## config.mk

```make
export PLATFORM = sky130hd
export DESIGN_NAME = integer_to_ascii_formatter
export DESIGN_NICKNAME = d
export VERILOG_FILES = /design/src/sv/itoa_pkg.sv /design/src/sv/itoa_front.sv /design/src/sv/itoa_divider.sv /design/src/sv/itoa_back.sv /design/src/sv/integer_to_ascii_formatter.sv
export SDC_FILE = /design/constraint.sdc
export NUM_CORES = 1
export LEC_CHECK = 0
export ABC_AREA = 1
export BUFFER_PORTS_ARGS = -buffer_cell sky130_fd_sc_hd__buf_4
export CORE_MARGIN = 2
export CORE_UTILIZATION = 63
export DETAILED_ROUTE_END_ITERATION = 10
export PLACE_DENSITY = 0.85
export SYNTH_ARGS = -nofsm -noshare
export SYNTH_HDL_FRONTEND = slang
export SYNTH_SLANG_ARGS = --single-unit
```

## constraint.sdc

```tcl
create_clock -name clk -period 27.1 [get_ports clk]
set_clock_uncertainty 0.1 [all_clocks]
set_input_delay 5.42 -clock clk [delete_from_list [all_inputs] [get_ports clk]]
set_output_delay 5.42 -clock clk [all_outputs]
set_load 0.005 [all_outputs]
```

## src/sv/itoa_pkg.sv

```systemverilog
package itoa_pkg;
  localparam int VALUE_WIDTH = 32;
  localparam int MAX_FIELD   = 48;

  localparam logic [1:0] REG_RADIX  = 2'd0;
  localparam logic [1:0] REG_WIDTH  = 2'd1;
  localparam logic [1:0] REG_DIGITS = 2'd2;
  localparam logic [1:0] REG_FLAGS  = 2'd3;

  // one formatting job handed from the front to the back
  typedef struct packed {
    logic [VALUE_WIDTH-1:0] mag;
    logic [5:0]             base;
    logic [7:0]             sign_ch;
    logic                   has_sign;
    logic [1:0]             prefix_len;
    logic                   upper;
    logic                   left;
    logic                   zero;
    logic [5:0]             width;
    logic [5:0]             mind;
    logic [7:0]             room;
  } job_t;

  function automatic logic [7:0] digit_char(input logic [5:0] d, input logic upper);
    logic [7:0] c;
    if (d < 6'd10) c = 8'h30 + {2'b00, d};
    else if (upper) c = 8'h37 + {2'b00, d};
    else c = 8'h57 + {2'b00, d};
    return c;
  endfunction
endpackage

```

## src/sv/itoa_front.sv

```systemverilog
module itoa_front import itoa_pkg::*; (
  input  logic                   clk,
  input  logic                   rst_n,
  input  logic                   take,
  input  logic [VALUE_WIDTH-1:0] value,
  input  logic [7:0]             room,
  input  logic [5:0]             radix_r,
  input  logic [5:0]             min_width_r,
  input  logic [5:0]             min_digits_r,
  input  logic [6:0]             flags_r,
  output job_t                   job_r,
  output logic                   job_vld_r,
  input  logic                   job_pop
);
  job_t job_nxt;
  logic [5:0] b;
  logic left, zero, neg;

  always_comb begin
    b = radix_r;
    if (radix_r < 6'd2) b = 6'd2;
    if (radix_r > 6'd36) b = 6'd36;
    left = flags_r[0];
    zero = flags_r[1] & ~left;
    neg  = flags_r[2] & value[VALUE_WIDTH-1];
    job_nxt.mag  = neg ? (~value + 1'b1) : value;
    job_nxt.base = b;
    job_nxt.has_sign = flags_r[2] & (neg | flags_r[3] | flags_r[4]);
    job_nxt.sign_ch = neg ? 8'h2d : (flags_r[3] ? 8'h2b : 8'h20);
    job_nxt.prefix_len = !flags_r[5] ? 2'd0 : (b == 6'd16) ? 2'd2 : (b == 6'd8) ? 2'd1 : 2'd0;
    job_nxt.upper = flags_r[6];
    job_nxt.left  = left;
    job_nxt.zero  = zero;
    job_nxt.width = (min_width_r > 6'd48) ? 6'd48 : min_width_r;
    job_nxt.mind  = (min_digits_r > 6'd32) ? 6'd32 : min_digits_r;
    job_nxt.room  = room;
  end

  // one-entry queue
  always_ff @(posedge clk) begin
    if (!rst_n) job_vld_r <= 1'b0;
    else if (take) job_vld_r <= 1'b1;
    else if (job_pop) job_vld_r <= 1'b0;
    if (take) job_r <= job_nxt;
  end
endmodule

```

## src/sv/itoa_divider.sv

```systemverilog
module itoa_divider import itoa_pkg::*; (
  input  logic                   clk,
  input  logic                   rst_n,
  input  logic                   go,
  input  logic [VALUE_WIDTH-1:0] dividend,
  input  logic [5:0]             divisor,
  output logic                   done_r,
  output logic [VALUE_WIDTH-1:0] quo_r,
  output logic [5:0]             rem_r
);
  // restoring division, one bit per cycle
  logic [5:0] cnt_r;
  logic       run_r;
  logic [6:0] trial;
  logic [VALUE_WIDTH-1:0] q_r;
  logic [5:0] r_r;

  assign trial = {r_r, q_r[VALUE_WIDTH-1]} - {1'b0, divisor};

  always_ff @(posedge clk) begin
    if (!rst_n) begin
      run_r  <= 1'b0;
      done_r <= 1'b0;
      cnt_r  <= '0;
    end else begin
      done_r <= !go && run_r && (cnt_r == '0);
      if (go) begin
        run_r <= 1'b1;
        cnt_r <= 6'(VALUE_WIDTH - 1);
      end else if (run_r) begin
        if (cnt_r == '0) run_r <= 1'b0;
        cnt_r <= cnt_r - 1'b1;
      end
    end
    if (go) begin
      q_r <= dividend;
      r_r <= '0;
    end else if (run_r) begin
      if (!trial[6]) begin
        r_r <= trial[5:0];
        q_r <= {q_r[VALUE_WIDTH-2:0], 1'b1};
      end else begin
        r_r <= {r_r[4:0], q_r[VALUE_WIDTH-1]};
        q_r <= {q_r[VALUE_WIDTH-2:0], 1'b0};
      end
    end
  end
  assign quo_r = q_r;
  assign rem_r = r_r;
endmodule

```

## src/sv/itoa_back.sv

```systemverilog
module itoa_back import itoa_pkg::*; (
  input  logic       clk,
  input  logic       rst_n,
  input  job_t       job,
  input  logic       job_vld,
  output logic       job_pop,
  output logic       out_vld_r,
  output logic [7:0] out_char_r,
  output logic       out_fits_r,
  output logic       out_last_r
);
  localparam logic [2:0] S_IDLE = 3'd0;
  localparam logic [2:0] S_DIV  = 3'd1;
  localparam logic [2:0] S_WAIT = 3'd2;
  localparam logic [2:0] S_PLAN = 3'd3;
  localparam logic [2:0] S_EMIT = 3'd4;

  localparam logic [2:0] P_LPAD = 3'd0;
  localparam logic [2:0] P_SIGN = 3'd1;
  localparam logic [2:0] P_PRE0 = 3'd2;
  localparam logic [2:0] P_PREX = 3'd3;
  localparam logic [2:0] P_ZPAD = 3'd4;
  localparam logic [2:0] P_DIG  = 3'd5;
  localparam logic [2:0] P_RPAD = 3'd6;
  localparam logic [2:0] P_DONE = 3'd7;

  logic [2:0] st_r, ph_r;
  job_t       j_r;
  logic [VALUE_WIDTH-1:0] rem_val_r;
  logic [5:0] digit_store [VALUE_WIDTH];
  logic [5:0] ndig_r;
  logic [6:0] pad_r;
  logic [5:0] lz_r;
  logic [5:0] di_r;
  logic [7:0] emit_r;
  logic       div_go, div_done;
  logic [VALUE_WIDTH-1:0] div_q;
  logic [5:0] div_r;
  logic [5:0] dig_rd_r;
  logic [6:0] fixed;
  logic [5:0] prec;
  logic [7:0] ch;
  logic       advance, final_ch;
  logic [2:0] ph_nxt;

  itoa_divider u_div (
    .clk(clk), .rst_n(rst_n), .go(div_go), .dividend(rem_val_r),
    .divisor(j_r.base), .done_r(div_done), .quo_r(div_q), .rem_r(div_r)
  );

  assign job_pop = (st_r == S_IDLE) && job_vld;
  assign div_go  = (st_r == S_DIV);
  assign prec  = (ndig_r > j_r.mind) ? ndig_r : j_r.mind;
  assign fixed = {6'd0, j_r.has_sign} + {5'd0, j_r.prefix_len} + {1'b0, prec};

  always_comb begin
    ch = 8'h20;
    unique case (ph_r) inside
      P_LPAD, P_RPAD: ch = 8'h20;
      P_SIGN: ch = j_r.sign_ch;
      P_PRE0, P_ZPAD: ch = 8'h30;
      P_PREX: ch = j_r.upper ? 8'h58 : 8'h78;
      P_DIG: ch = (lz_r != '0) ? 8'h30 : digit_char(dig_rd_r, j_r.upper);
      default: ch = 8'h20;
    endcase
  end

  // next phase after current char
  always_comb begin
    ph_nxt = ph_r;
    unique case (ph_r)
      P_LPAD: ph_nxt = (pad_r > 7'd1) ? P_LPAD : P_SIGN;
      P_SIGN: ph_nxt = P_PRE0;
      P_PRE0: ph_nxt = P_PREX;
      P_PREX: ph_nxt = P_ZPAD;
      P_ZPAD: ph_nxt = (pad_r > 7'd1) ? P_ZPAD : P_DIG;
      P_DIG:  ph_nxt = (lz_r != '0 || di_r != '0) ? P_DIG : P_RPAD;
      P_RPAD: ph_nxt = (pad_r > 7'd1) ? P_RPAD : P_DONE;
      default: ph_nxt = P_DONE;
    endcase
  end

  function automatic logic [2:0] skip(input logic [2:0] p, input job_t j, input logic [6:0] pad);
    logic [2:0] q;
    q = p;
    for (int k = 0; k < 7; k++) begin
      if ((q == P_LPAD && (pad == '0 || j.left || j.zero)) ||
          (q == P_SIGN && !j.has_sign) ||
          (q == P_PRE0 && j.prefix_len == 2'd0) ||
          (q == P_PREX && j.prefix_len != 2'd2) ||
          (q == P_ZPAD && (pad == '0 || !j.zero)) ||
          (q == P_RPAD && (pad == '0 || !j.left)))
        q = q + 3'd1;
    end
    return q;
  endfunction

  logic [2:0] ph_adv;
  logic [6:0] pad_init;
  assign pad_init = (fixed < {1'b0, j_r.width}) ? ({1'b0, j_r.width} - fixed) : '0;
  assign ph_adv   = skip(ph_nxt, j_r, (ph_nxt == ph_r) ? pad_r - 7'd1 : pad_r);
  assign advance  = (st_r == S_EMIT);
  assign final_ch = (ph_adv == P_DONE) || (emit_r == 8'(MAX_FIELD - 1));

  always_ff @(posedge clk) begin
    if (!rst_n) begin
      st_r       <= S_IDLE;
      out_vld_r  <= 1'b0;
      out_last_r <= 1'b0;
      emit_r     <= '0;
      ph_r       <= P_LPAD;
    end else begin
      out_vld_r  <= (st_r == S_EMIT);
      out_last_r <= (st_r == S_EMIT) && final_ch;
      unique case (st_r)
        S_IDLE: if (job_vld) st_r <= S_DIV;
        S_DIV:  st_r <= S_WAIT;
        S_WAIT: if (div_done) st_r <= (div_q == '0 || ndig_r == 6'(VALUE_WIDTH - 1)) ?
                                      S_PLAN : S_DIV;
        S_PLAN: begin
          st_r   <= S_EMIT;
          emit_r <= '0;
          ph_r   <= skip(P_LPAD, j_r, pad_init);
        end
        S_EMIT: begin
          out_char_r <= ch;
          out_fits_r <= emit_r < j_r.room;
          emit_r     <= emit_r + 1'b1;
          ph_r       <= ph_adv;
          if (final_ch) st_r <= S_IDLE;
        end
        default: st_r <= S_IDLE;
      endcase
    end
  end

  always_ff @(posedge clk) begin
    if (job_pop) begin
      j_r       <= job;
      rem_val_r <= job.mag;
      ndig_r    <= '0;
    end
    if (st_r == S_WAIT && div_done) begin
      digit_store[ndig_r[4:0]] <= div_r;
      rem_val_r <= div_q;
      ndig_r    <= ndig_r + 1'b1;
    end
    if (st_r == S_PLAN) begin
      pad_r <= pad_init;
      lz_r  <= prec - ndig_r;
      di_r  <= ndig_r - 1'b1;
      dig_rd_r <= digit_store[5'(ndig_r - 1'b1)];
    end
    if (advance) begin
      if (ph_nxt == ph_r && (ph_r == P_LPAD || ph_r == P_ZPAD || ph_r == P_RPAD))
        pad_r <= pad_r - 1'b1;
      else if (ph_nxt != ph_r) pad_r <= pad_r;
      if (ph_r == P_DIG) begin
        if (lz_r != '0) lz_r <= lz_r - 1'b1;
        else if (di_r != '0) begin
          di_r <= di_r - 1'b1;
          dig_rd_r <= digit_store[5'(di_r - 1'b1)];
        end
      end
    end
  end
endmodule

```

## src/sv/integer_to_ascii_formatter.sv

```systemverilog
// digits are produced one at a time by a bit-serial divider, then the characters are emitted
// the back end formats one number at a time
// a one-entry job queue lets the next number be accepted while the back end emits
// results appear for one cycle on out_valid; the receiver cannot stall
// rst_n is synchronous active low; registers return to radix 10, all else 0
module integer_to_ascii_formatter import itoa_pkg::*; (
  input  logic                   clk,
  input  logic                   rst_n,
  input  logic                   start,
  output logic                   busy,
  input  logic [VALUE_WIDTH-1:0] in_value,
  input  logic [7:0]             in_room,
  output logic                   out_valid,
  output logic [7:0]             out_char,
  output logic                   out_fits,
  output logic                   out_last,
  input  logic                   psel,
  input  logic                   penable,
  input  logic                   pwrite,
  input  logic [3:0]             paddr,
  input  logic [31:0]            pwdata,
  output logic [31:0]            prdata,
  output logic                   pready
);
  logic [5:0] radix_r, min_width_r, min_digits_r;
  logic [6:0] flags_r;
  job_t       job;
  logic       job_vld, job_pop, wr;
  logic [1:0] reg_idx;

  // config word writes
  assign pready  = 1'b1;
  assign wr      = psel & penable & pwrite;
  assign reg_idx = paddr[3:2];

  always_ff @(posedge clk) begin
    if (!rst_n) begin
      radix_r      <= 6'd10;
      min_width_r  <= '0;
      min_digits_r <= '0;
      flags_r      <= '0;
    end else if (wr && paddr[1:0] == 2'b00) begin
      unique case (reg_idx)
        REG_RADIX:  radix_r      <= pwdata[5:0];
        REG_WIDTH:  min_width_r  <= pwdata[5:0];
        REG_DIGITS: min_digits_r <= pwdata[5:0];
        REG_FLAGS:  flags_r      <= pwdata[6:0];
        default: ;
      endcase
    end
  end

  always_comb begin
    prdata = '0;
    unique case (reg_idx)
      REG_RADIX:  prdata = {26'd0, radix_r};
      REG_WIDTH:  prdata = {26'd0, min_width_r};
      REG_DIGITS: prdata = {26'd0, min_digits_r};
      REG_FLAGS:  prdata = {25'd0, flags_r};
      default:    prdata = '0;
    endcase
  end

  // queue full holds off new words
  assign busy = job_vld;

  itoa_front u_front (
    .clk(clk), .rst_n(rst_n), .take(start & ~busy), .value(in_value), .room(in_room),
    .radix_r(radix_r), .min_width_r(min_width_r), .min_digits_r(min_digits_r),
    .flags_r(flags_r), .job_r(job), .job_vld_r(job_vld), .job_pop(job_pop)
  );

  itoa_back u_back (
    .clk(clk), .rst_n(rst_n), .job(job), .job_vld(job_vld), .job_pop(job_pop),
    .out_vld_r(out_valid), .out_char_r(out_char), .out_fits_r(out_fits),
    .out_last_r(out_last)
  );

  a_pop_needs_job: assert property (@(posedge clk) disable iff (!rst_n)
    job_pop |-> job_vld) else $error("pop of empty queue");
  a_last_valid: assert property (@(posedge clk) disable iff (!rst_n)
    out_last |-> out_valid) else $error("last without word");
  a_busy_after_start: assert property (@(posedge clk) disable iff (!rst_n)
    (start && !busy) |=> busy) else $error("accepted word not queued");
endmodule
```

== Word level (Yosys, flattened, before mapping) ==
Memories as Yosys holds them, arrays and structs flattened.
Cells that the tools add are included.
Cells by class
  add/subtract/negate cells: 29
  bitwise logic cells: 13
  $lt $le $gt $ge: 9
  reduce and logical (&&, ||, !) cells: 204
  muxes and demuxes: 88
  eq/ne operators: 90
Operators by type and width (number)
  $mux W32: 5
  $pmux W32 S4: 1
  $mux W6: 21
  $eq A3 B3 Y1 const B: 31
  $eq A3 B2 Y1 const B: 30
  $logic_and A1 B1 Y1: 85
  $mux W3: 28
  $logic_or A1 B1 Y1: 78
  $eq A3 B1 Y1 const B: 15
  $logic_not A3 Y1: 15
  $mux W7: 6
  $add A3 B1 Y3 const B: 13
  $add A32 B1 Y32 const B: 1
  $logic_not A32 Y1: 1
  $not A32 Y32: 1
  $pmux W8 S4: 1
  $mux W8: 3
  $sub A6 B1 Y6 const B: 4
  $pmux W3 S7: 1
  $gt A6 B6 Y1 const B: 3
  $pmux W8 S2: 1
  $pmux W3 S5: 1
  $add A6 B6 Y7 const A: 2
  $logic_not A7 Y1: 2
  40 further kinds: 84
Storage, ports and cells
  memories kept: 1
  memory bits (writable): 192
  register bits after elaboration: 272
  output and inout port bits: 45
Memory list
  u_back.digit_store: depth 32, bits a word 6, rd ports 2, clocked after Yosys merged registers in 0, write ports 1, RTL line itoa_back.sv:30  | logic [5:0] digit_store [VALUE_WIDTH];

== Longest topological paths before layout ==
Gate-level depths: netlist of the first run.
  word-level depth: 70
  mapped depth: 76
  mapped depth without buffers: 74

== Hierarchy ==
From an unflattened synthesis of the first run, not the netlist that was laid out.
Second synthesis, totals
  cells, all modules: 2938
  area, all modules: 26045.0 um2
By module, submodules not included
  itoa_back: cells each 2047, instances 1, area an instance 18601.6 um2
  itoa_front: cells each 355, instances 1, area an instance 3422.0 um2
  itoa_divider: cells each 278, instances 1, area an instance 2327.2 um2
  integer_to_ascii_formatter: cells each 258, instances 1, area an instance 1694.1 um2

== Worst setup path before layout of the first run ==
Ideal clock, no wire load.
  path type: input -> output
  start point: input paddr[3]
  end point: output prdata[3]
  required time: 21580 ps
  path slack: 15599 ps
  buffers on the path: 0
  cell stages on the path: 4
  arrival: 5981 ps
  cell sequence: inv_1 nor2_1 a21oi_1 a21oi_1
Between the ends
  word-level cells in the longest chain between the ends: 2
  elaborated cells on any way between the ends: 5
  those cells by class: 3 x eq/ne; 1 x mux; 1 x reduce/logical
Ends and longest elaborated chain
  start: declaration: RTL line integer_to_ascii_formatter.sv:20  | input logic [3:0] paddr,
  $eq A2 B2 Y1 (tied with other cells): RTL line integer_to_ascii_formatter.sv:55  | unique case (reg_idx)
  $pmux W32 S4 (*): RTL line integer_to_ascii_formatter.sv:55
  end: declaration: RTL line integer_to_ascii_formatter.sv:22  | output logic [31:0] prdata,
Mark *: on every way between the ends. The rest lies on a longest branch, timed or not. The select of a mux whose other input is x is not followed.

== Worst setup path after layout of the first run ==
Same ends and word-level chain as after synthesis.

==> impl_metrics.tcl, run 1 <==
set metrics [dict create \
    r2r-start "u_back.di_r[0]$_DFF_P_" \
    status "finished clean" \
    synth_edf_count 380 \
    fill_cells 2686 \
    regToRegEndpoint "u_back.st_r[1]$_SDFFE_PN0P_" \
    post_cts_resized 0 \
    finalMaxSlewViolations 0 \
    ys_types 62 \
    r2r_slack_ns 15.94 \
    n_antenna_cell 0 \
    ys_ff_latch 454 \
    finalCritPeriodShare 0.441 \
    cts_setup_buffers 0 \
    routed.top_layer "met4" \
    utilization 0.698 \
    dr.first_iter.drc_count 2583 \
    clk_pin_slew_worst_paths_ns 0.06 \
    hold_viol 0 \
    wire_per_inst_um 18.3 \
    layout_setup_ws_ns 15.14 \
    grt.total_usage 0.287 \
    yosysSeqAreaShare 0.520 \
    worst_path_max_delay_cell "nor2_1" \
    endpoint "prdata[3]" \
    syn_area_mm2 0.0248 \
    period_needed_ns 11.96 \
    cp-start-kind "input pin" \
    grt_pass1_vias 19100 \
    rsz0062_at_grt "false" \
    cts_tree "done" \
    coreArea_mm2 0.0387 \
    r2r.worst_path.cells 67 \
    synth_area_per_cell_um2 9.30 \
    row_count 72 \
    place.port_buffers 75 \
    wl_met3_mm 5.50 \
    met1_length_mm 23.1 \
    crit_fanout 8 \
    fin_hold_ws_ns 0.318 \
    drc 0 \
    ys.flop_type "edfxtp_1" \
    slew-limit-headroom 0.152 \
    worstPathRequired_ns 21.58 \
    final_cell_mix "edfxtp_1, nand2_1, inv_1, o21ai_0, nor2_1" \
    clock_sinks 454 \
    path_class "in -> out" \
    die_w_um 202 \
    met2_length_mm 28.9 \
    startpoint "paddr[3]" \
    hp-class "reg -> reg" \
    max_slew.worst_pin.slew_ns 1.27 \
    antenna_found_initial 0 \
    die_h_um 202 \
    ant_nets 0 \
    max_stage_delay_ns 0.42 \
    h-tree-depth 2 \
    maxCapViolations 0 \
    area_growth_pct 9.15 \
    io_pins 127 \
    cts_hold_buf 0 \
    gp_congestion 0.921 \
    routed_wl_mm 59.4 \
    dp_slack_ns 15.17 \
    grt_pass1_wl_mm 94.8 \
    clk_path_buf_depth 3 \
    worstPathArrival_ns 6.44 \
    vias_per_cell 6.09 \
    ys_warn_count 0 \
    endpoint_kind "output port" \
    die_area_mm2 0.0409 \
    fin_nets 2882 \
    firstDrtPassIters 7 \
    routed-via-count 19800 \
    setup_viol 0 \
    critPathBufInv 3 \
    initial_core_util 0.640 \
    hpwl_mm 38.7 \
    mostFrequentLayoutCell "edfxtp_1" \
    netlist_instances 2665 \
    cp.depth 6 \
    cts_root_buf "clkbuf_16" \
    path_delay_family "simple AND/OR/NAND/NOR gates" \
    grt_overflow 0 \
    drive_gt1_frac 0.0859 \
    tns_ns 0 \
    timing.fmax_mhz 83.6 \
    clk_latency_ns 0.58 \
    postSynth.asyncResetShare 0 \
    crit_chain "buf_4 -> inv_1 -> nor2_1 -> a21oi_1 -> a21oi_1 -> buf_4" \
    cts_buffers 44 \
    grt_max_degree 107 \
]
layout make-up:
class | instances | area, um2 | area share
flip-flops and latches | 454 | 12900 | 0.477
multi-input cells | 1737 | 10000 | 0.370
inverters | 354 | 1330 | 0.0492
clock buffers | 59 | 1160 | 0.0428
repair buffers | 97 | 728 | 0.0269
well taps | 518 | 648 | 0.0240
clock inverters | 22 | 289 | 0.0107
metrics by stage:
stage / instances / instance area [um2]
5_1_grt: 3241 / 27100
6_report: 3241 / 27100
3_5_place_dp: 3160 / 25600
4_1_cts: 3241 / 27100
2_1_floorplan: 2690 / 24900
3_3_place_gp: 3160 / 25600
logic make-up after synthesis:
group,after synthesis,share of synthesized area
adders and majority gates,112,0.0578
buffers and inverters,499,0.0809
xor gates and xnor gates,61,0.0256
AOI/OAI and AO/OA,722,0.168
other,2,0.000303
and+or+nand+nor,815,0.147
DFF,454,0.520
worst min path at each step:
stage / from / end / slack, ns / cells after the start
3_5_place_dp: u_front.job_r[35]$_DFFE_PP_ / u_back.j_r[35]$_DFFE_PP_ / 0.30 / 0
2_1_floorplan: u_front.job_r[0]$_DFFE_PP_ / u_back.j_r[0]$_DFFE_PP_ / 0.30 / 0
3_3_place_gp: u_front.job_r[6]$_DFFE_PP_ / u_back.j_r[6]$_DFFE_PP_ / 0.30 / 0
4_1_cts: u_front.job_r[35]$_DFFE_PP_ / u_back.j_r[35]$_DFFE_PP_ / 0.32 / 0
6_report: u_front.job_r[35]$_DFFE_PP_ / u_back.j_r[35]$_DFFE_PP_ / 0.32 / 0
5_1_grt: u_front.job_r[25]$_DFFE_PP_ / u_back.j_r[25]$_DFFE_PP_ / 0.32 / 0
worst register-to-register path, delay by kind of cell, from the launching register on:
kind,cells,cell delay (ns)
buffers and inverters,13,1.35
flip-flops,1,0.84
AO/OA/AOI/OAI,16,3.22
adder cells (fa/ha/maj),9,1.91
AND/OR/NAND/NOR,26,2.92
XOR/XNOR,3,0.78
cells in the mapped netlist (all sizes together), types with 29 or more instances:
library cell	n	share of area
nand2	387	0.060
edfxtp	380	0.46
inv	345	0.052
o21ai	328	0.067
nor2	208	0.033
a21oi	193	0.039
nand3	135	0.034
o211ai	115	0.035
clkbuf	113	0.018
ha	108	0.055
dfxtp	74	0.060
xor2	45	0.020
buf	32	0.0089
nor3	29	0.0061
layer usage:
layer | track usage | vias to the layer above
met3 | 0.0442 | 176
met5 | 0 | -
met4 | 0.107 | 0
met2 | 0.487 | 1089
met1 | 0.373 | 9266
li1 | - | 9221
registers in the layout, indices dropped and copies added, names as in the netlist, 8 cells and up:
signal	count
u_front.job_r	67
u_back.rem_val_r	32
u_back.u_div.quo_r	32
u_back.j_r	35
u_back.out_char_r	8
u_back.digit_store	192
u_back.emit_r	8
Power of run 1 is left out: the tool's default activity adds up to more than one toggle a clock period on the data nets, which glitch-free logic cannot reach.
==> run 2, diff against run 1 <==
--- a/config.mk
+++ b/config.mk
@@ -5,12 +5,12 @@
 export SDC_FILE = /design/constraint.sdc
 export NUM_CORES = 1
 export LEC_CHECK = 0
-export ABC_AREA = 1
+export ABC_AREA = 0
 export BUFFER_PORTS_ARGS = -buffer_cell sky130_fd_sc_hd__buf_4
 export CORE_MARGIN = 2
-export CORE_UTILIZATION = 63
+export CORE_UTILIZATION = 62
 export DETAILED_ROUTE_END_ITERATION = 10
-export PLACE_DENSITY = 0.85
+export PLACE_DENSITY = 0.84
 export SYNTH_ARGS = -nofsm -noshare
 export SYNTH_HDL_FRONTEND = slang
 export SYNTH_SLANG_ARGS = --single-unit
==> constraint.sdc (replaced) <==
create_clock -name clk -period 12.3 [get_ports clk]
set_clock_uncertainty 0.1 [all_clocks]
set_input_delay 2.46 -clock clk [delete_from_list [all_inputs] [get_ports clk]]
set_output_delay 2.46 -clock clk [all_outputs]
set_load 0.005 [all_outputs]
==> impl_metrics.tcl, run 2 <==
set metrics [dict create \
    placed_cells 2368 \
    hold_viol 0 \
    die_w_um 201 \
    coreArea_mm2 0.0385 \
    firstDrtPassIters 6 \
    postSynth.asyncResetShare 0 \
    synth_edf_count 380 \
    ys_warn_count 0 \
    grt_pass1_wl_mm 85.0 \
    vias_per_cell 6.33 \
    final_cell_mix "edfxtp_1, nand2_1, mux4_2, buf_4" \
    fin_nets 2109 \
    path_class "reg -> reg" \
    max_stage_delay_ns 0.54 \
    area_growth_pct 11.1 \
    synth_top_area_frac 0.475 \
    max_slew.worst_pin.slew_ns 1.45 \
    endpoint_kind "flop" \
    critPathBufInv 10 \
    grt_pass1_vias 15600 \
    status "finished clean" \
    ys.flop_type "edfxtp_1" \
    hp-class "reg -> reg" \
    dp_slack_ns -0.0579 \
    initial_core_util 0.624 \
    routed.top_layer "met4" \
    startpoint "u_back.di_r[0]$_DFF_P_" \
    synth_area_leaders "edfxtp_1, mux4_2, dfxtp_1" \
    routed-via-count 15600 \
    drc 0 \
    io_pins 127 \
    yosys.area.top_type "edfxtp_1" \
    path_delay_family "compound AO/OA/AOI/OAI gates" \
    worstPathArrival_ns 12.27 \
    r2r-start "u_back.di_r[0]$_DFF_P_" \
    hpwl_mm 35.8 \
    synthMostInstantiatedCell "edfxtp_1" \
    clk_path_buf_depth 3 \
    syn_area_mm2 0.0240 \
    wl_met3_mm 4.19 \
    ys_ff_latch 454 \
    rsz0062_at_grt "true" \
    largest_reg_flops 192 \
    grt.total_usage 0.267 \
    ant_nets 0 \
    maxCapViolations 0 \
    tns_ns 0 \
    endpoint "u_back.st_r[2]$_SDFFE_PN0P_" \
    yosysSeqAreaShare 0.537 \
    clk_latency_ns 0.57 \
    die_area_mm2 0.0403 \
    met1_length_mm 21.7 \
    final_cells 2466 \
    routed_wl_mm 54.4 \
    cts_tree "done" \
    clk_pin_slew_worst_paths_ns 0.06 \
    place.port_buffers 75 \
    r2r.worst_path.cells 58 \
    finalCritPeriodShare 0.969 \
    row_count 72 \
    worst_path_max_delay_cell "or4bb_4" \
    netlist_instances 1833 \
    cp-start-kind "flop" \
    n_antenna_cell 0 \
    crit_fanout 5 \
    r2r_slack_ns 0.38 \
    grt_max_degree 68 \
    worstPathRequired_ns 12.65 \
    cp.depth 58 \
    synth_top_cells_by_count "edfxtp_1, nand2_1, mux4_2, ha_1, nor2_1" \
    h-tree-depth 2 \
    dr.first_iter.drc_count 1833 \
    die_h_um 201 \
    cts_buffers 44 \
    timing.fmax_mhz 83.9 \
    cpMostUsedCell "ha_1" \
    grt_overflow 0 \
    period_needed_ns 11.92 \
    synth_area_per_cell_um2 13.1 \
    setup_viol 0 \
    ys_types 87 \
    slew-limit-headroom 0.0340 \
    gp_congestion 0.906 \
    antenna_found_initial 0 \
    drive_gt1_frac 0.209 \
    mostFrequentLayoutCell "edfxtp_1" \
    regToRegEndpoint "u_back.st_r[2]$_SDFFE_PN0P_" \
    met2_length_mm 26.8 \
    layout_setup_ws_ns 0.379 \
    clock_sinks 454 \
    hold_start "u_front.job_r[11]$_SDFFCE_PN0P_" \
    wire_per_inst_um 22.0 \
    cts_root_buf "clkbuf_16" \
    finalMaxSlewViolations 0 \
]
[run 2: cell types whose count changed after synthesis, moves of 39 or more]
cell / previous run / this run
nor2_1: 203 / 106
clkbuf_1: 110 / 63
a21oi_1: 190 / 67
nor2b_1: 0 / 51
mux4_2: 0 / 126
nand3_1: 113 / 27
inv_1: 338 / 95
mux2i_1: 0 / 50
o211ai_1: 115 / 20
nand2_1: 373 / 184
mux2_2: 0 / 39
o21ai_0: 317 / 65
[run 2: layout make-up]
type / count / area, um2
Fill cell: 2471 / 11800
Tap cell: 518 / 648
Inverter: 97 / 369
Clock inverter: 25 / 211
Timing Repair Buffer: 113 / 861
Multi-Input combinational cell: 1205 / 10500
Sequential cell: 454 / 12900
Clock buffer: 54 / 1140
[run 2: layer usage]
| layer | vias to the layer above | track usage |
|---|---|---|
| met1 | 7730 | 0.365 |
| met2 | 742 | 0.445 |
| met3 | 125 | 0.0359 |
| li1 | 7012 | - |
| met5 | - | 0 |
| met4 | 0 | 0.0923 |
[run 2: repair_timing]
action,4_1_cts,5_1_grt
buffers inserted,1,18
hold buffers,0,0
cloned,0,0
pin swaps,1,11
setup endpoints to repair,3,5
resized for setup,1,30
[run 2: kinds of logic (layout without fill, tap and decap cells)]
kind of cell               Yosys count  count (layout)  synth area share
other                                2              27          0.000313
AOI/OAI and AO/OA                  270             270            0.0767
and+or+nand+nor                    497             497            0.0991
DFF                                454             454             0.537
adders and majority gates          112             112            0.0596
buffers and inverters              199             289            0.0356
muxes                              219             219             0.161
xor gates and xnor gates            80              80            0.0311
[run 2: per-stage QoR]
step	area (um2)	utilization	hold WS (ns)
after floorplan	24100	-	0.300
after global placement	25000	0.650	0.302
after detailed placement	25000	0.650	0.305
after CTS	26400	0.685	0.319
after global routing	26700	0.693	0.322
final	26700	0.693	0.318
[run 2: worst min-delay path by stage]
stage | depth (start not counted) | slack [ns] | endpoint
4_1_cts | 0 | 0.32 | u_back.j_r[4]$_DFFE_PP_
3_5_place_dp | 0 | 0.30 | u_back.j_r[11]$_DFFE_PP_
2_1_floorplan | 0 | 0.30 | u_back.j_r[0]$_DFFE_PP_
5_1_grt | 0 | 0.32 | u_back.j_r[6]$_DFFE_PP_
6_report | 0 | 0.32 | u_back.j_r[11]$_DFFE_PP_
3_3_place_gp | 0 | 0.30 | u_back.j_r[6]$_DFFE_PP_
Power of run 2 is left out for the same reason.
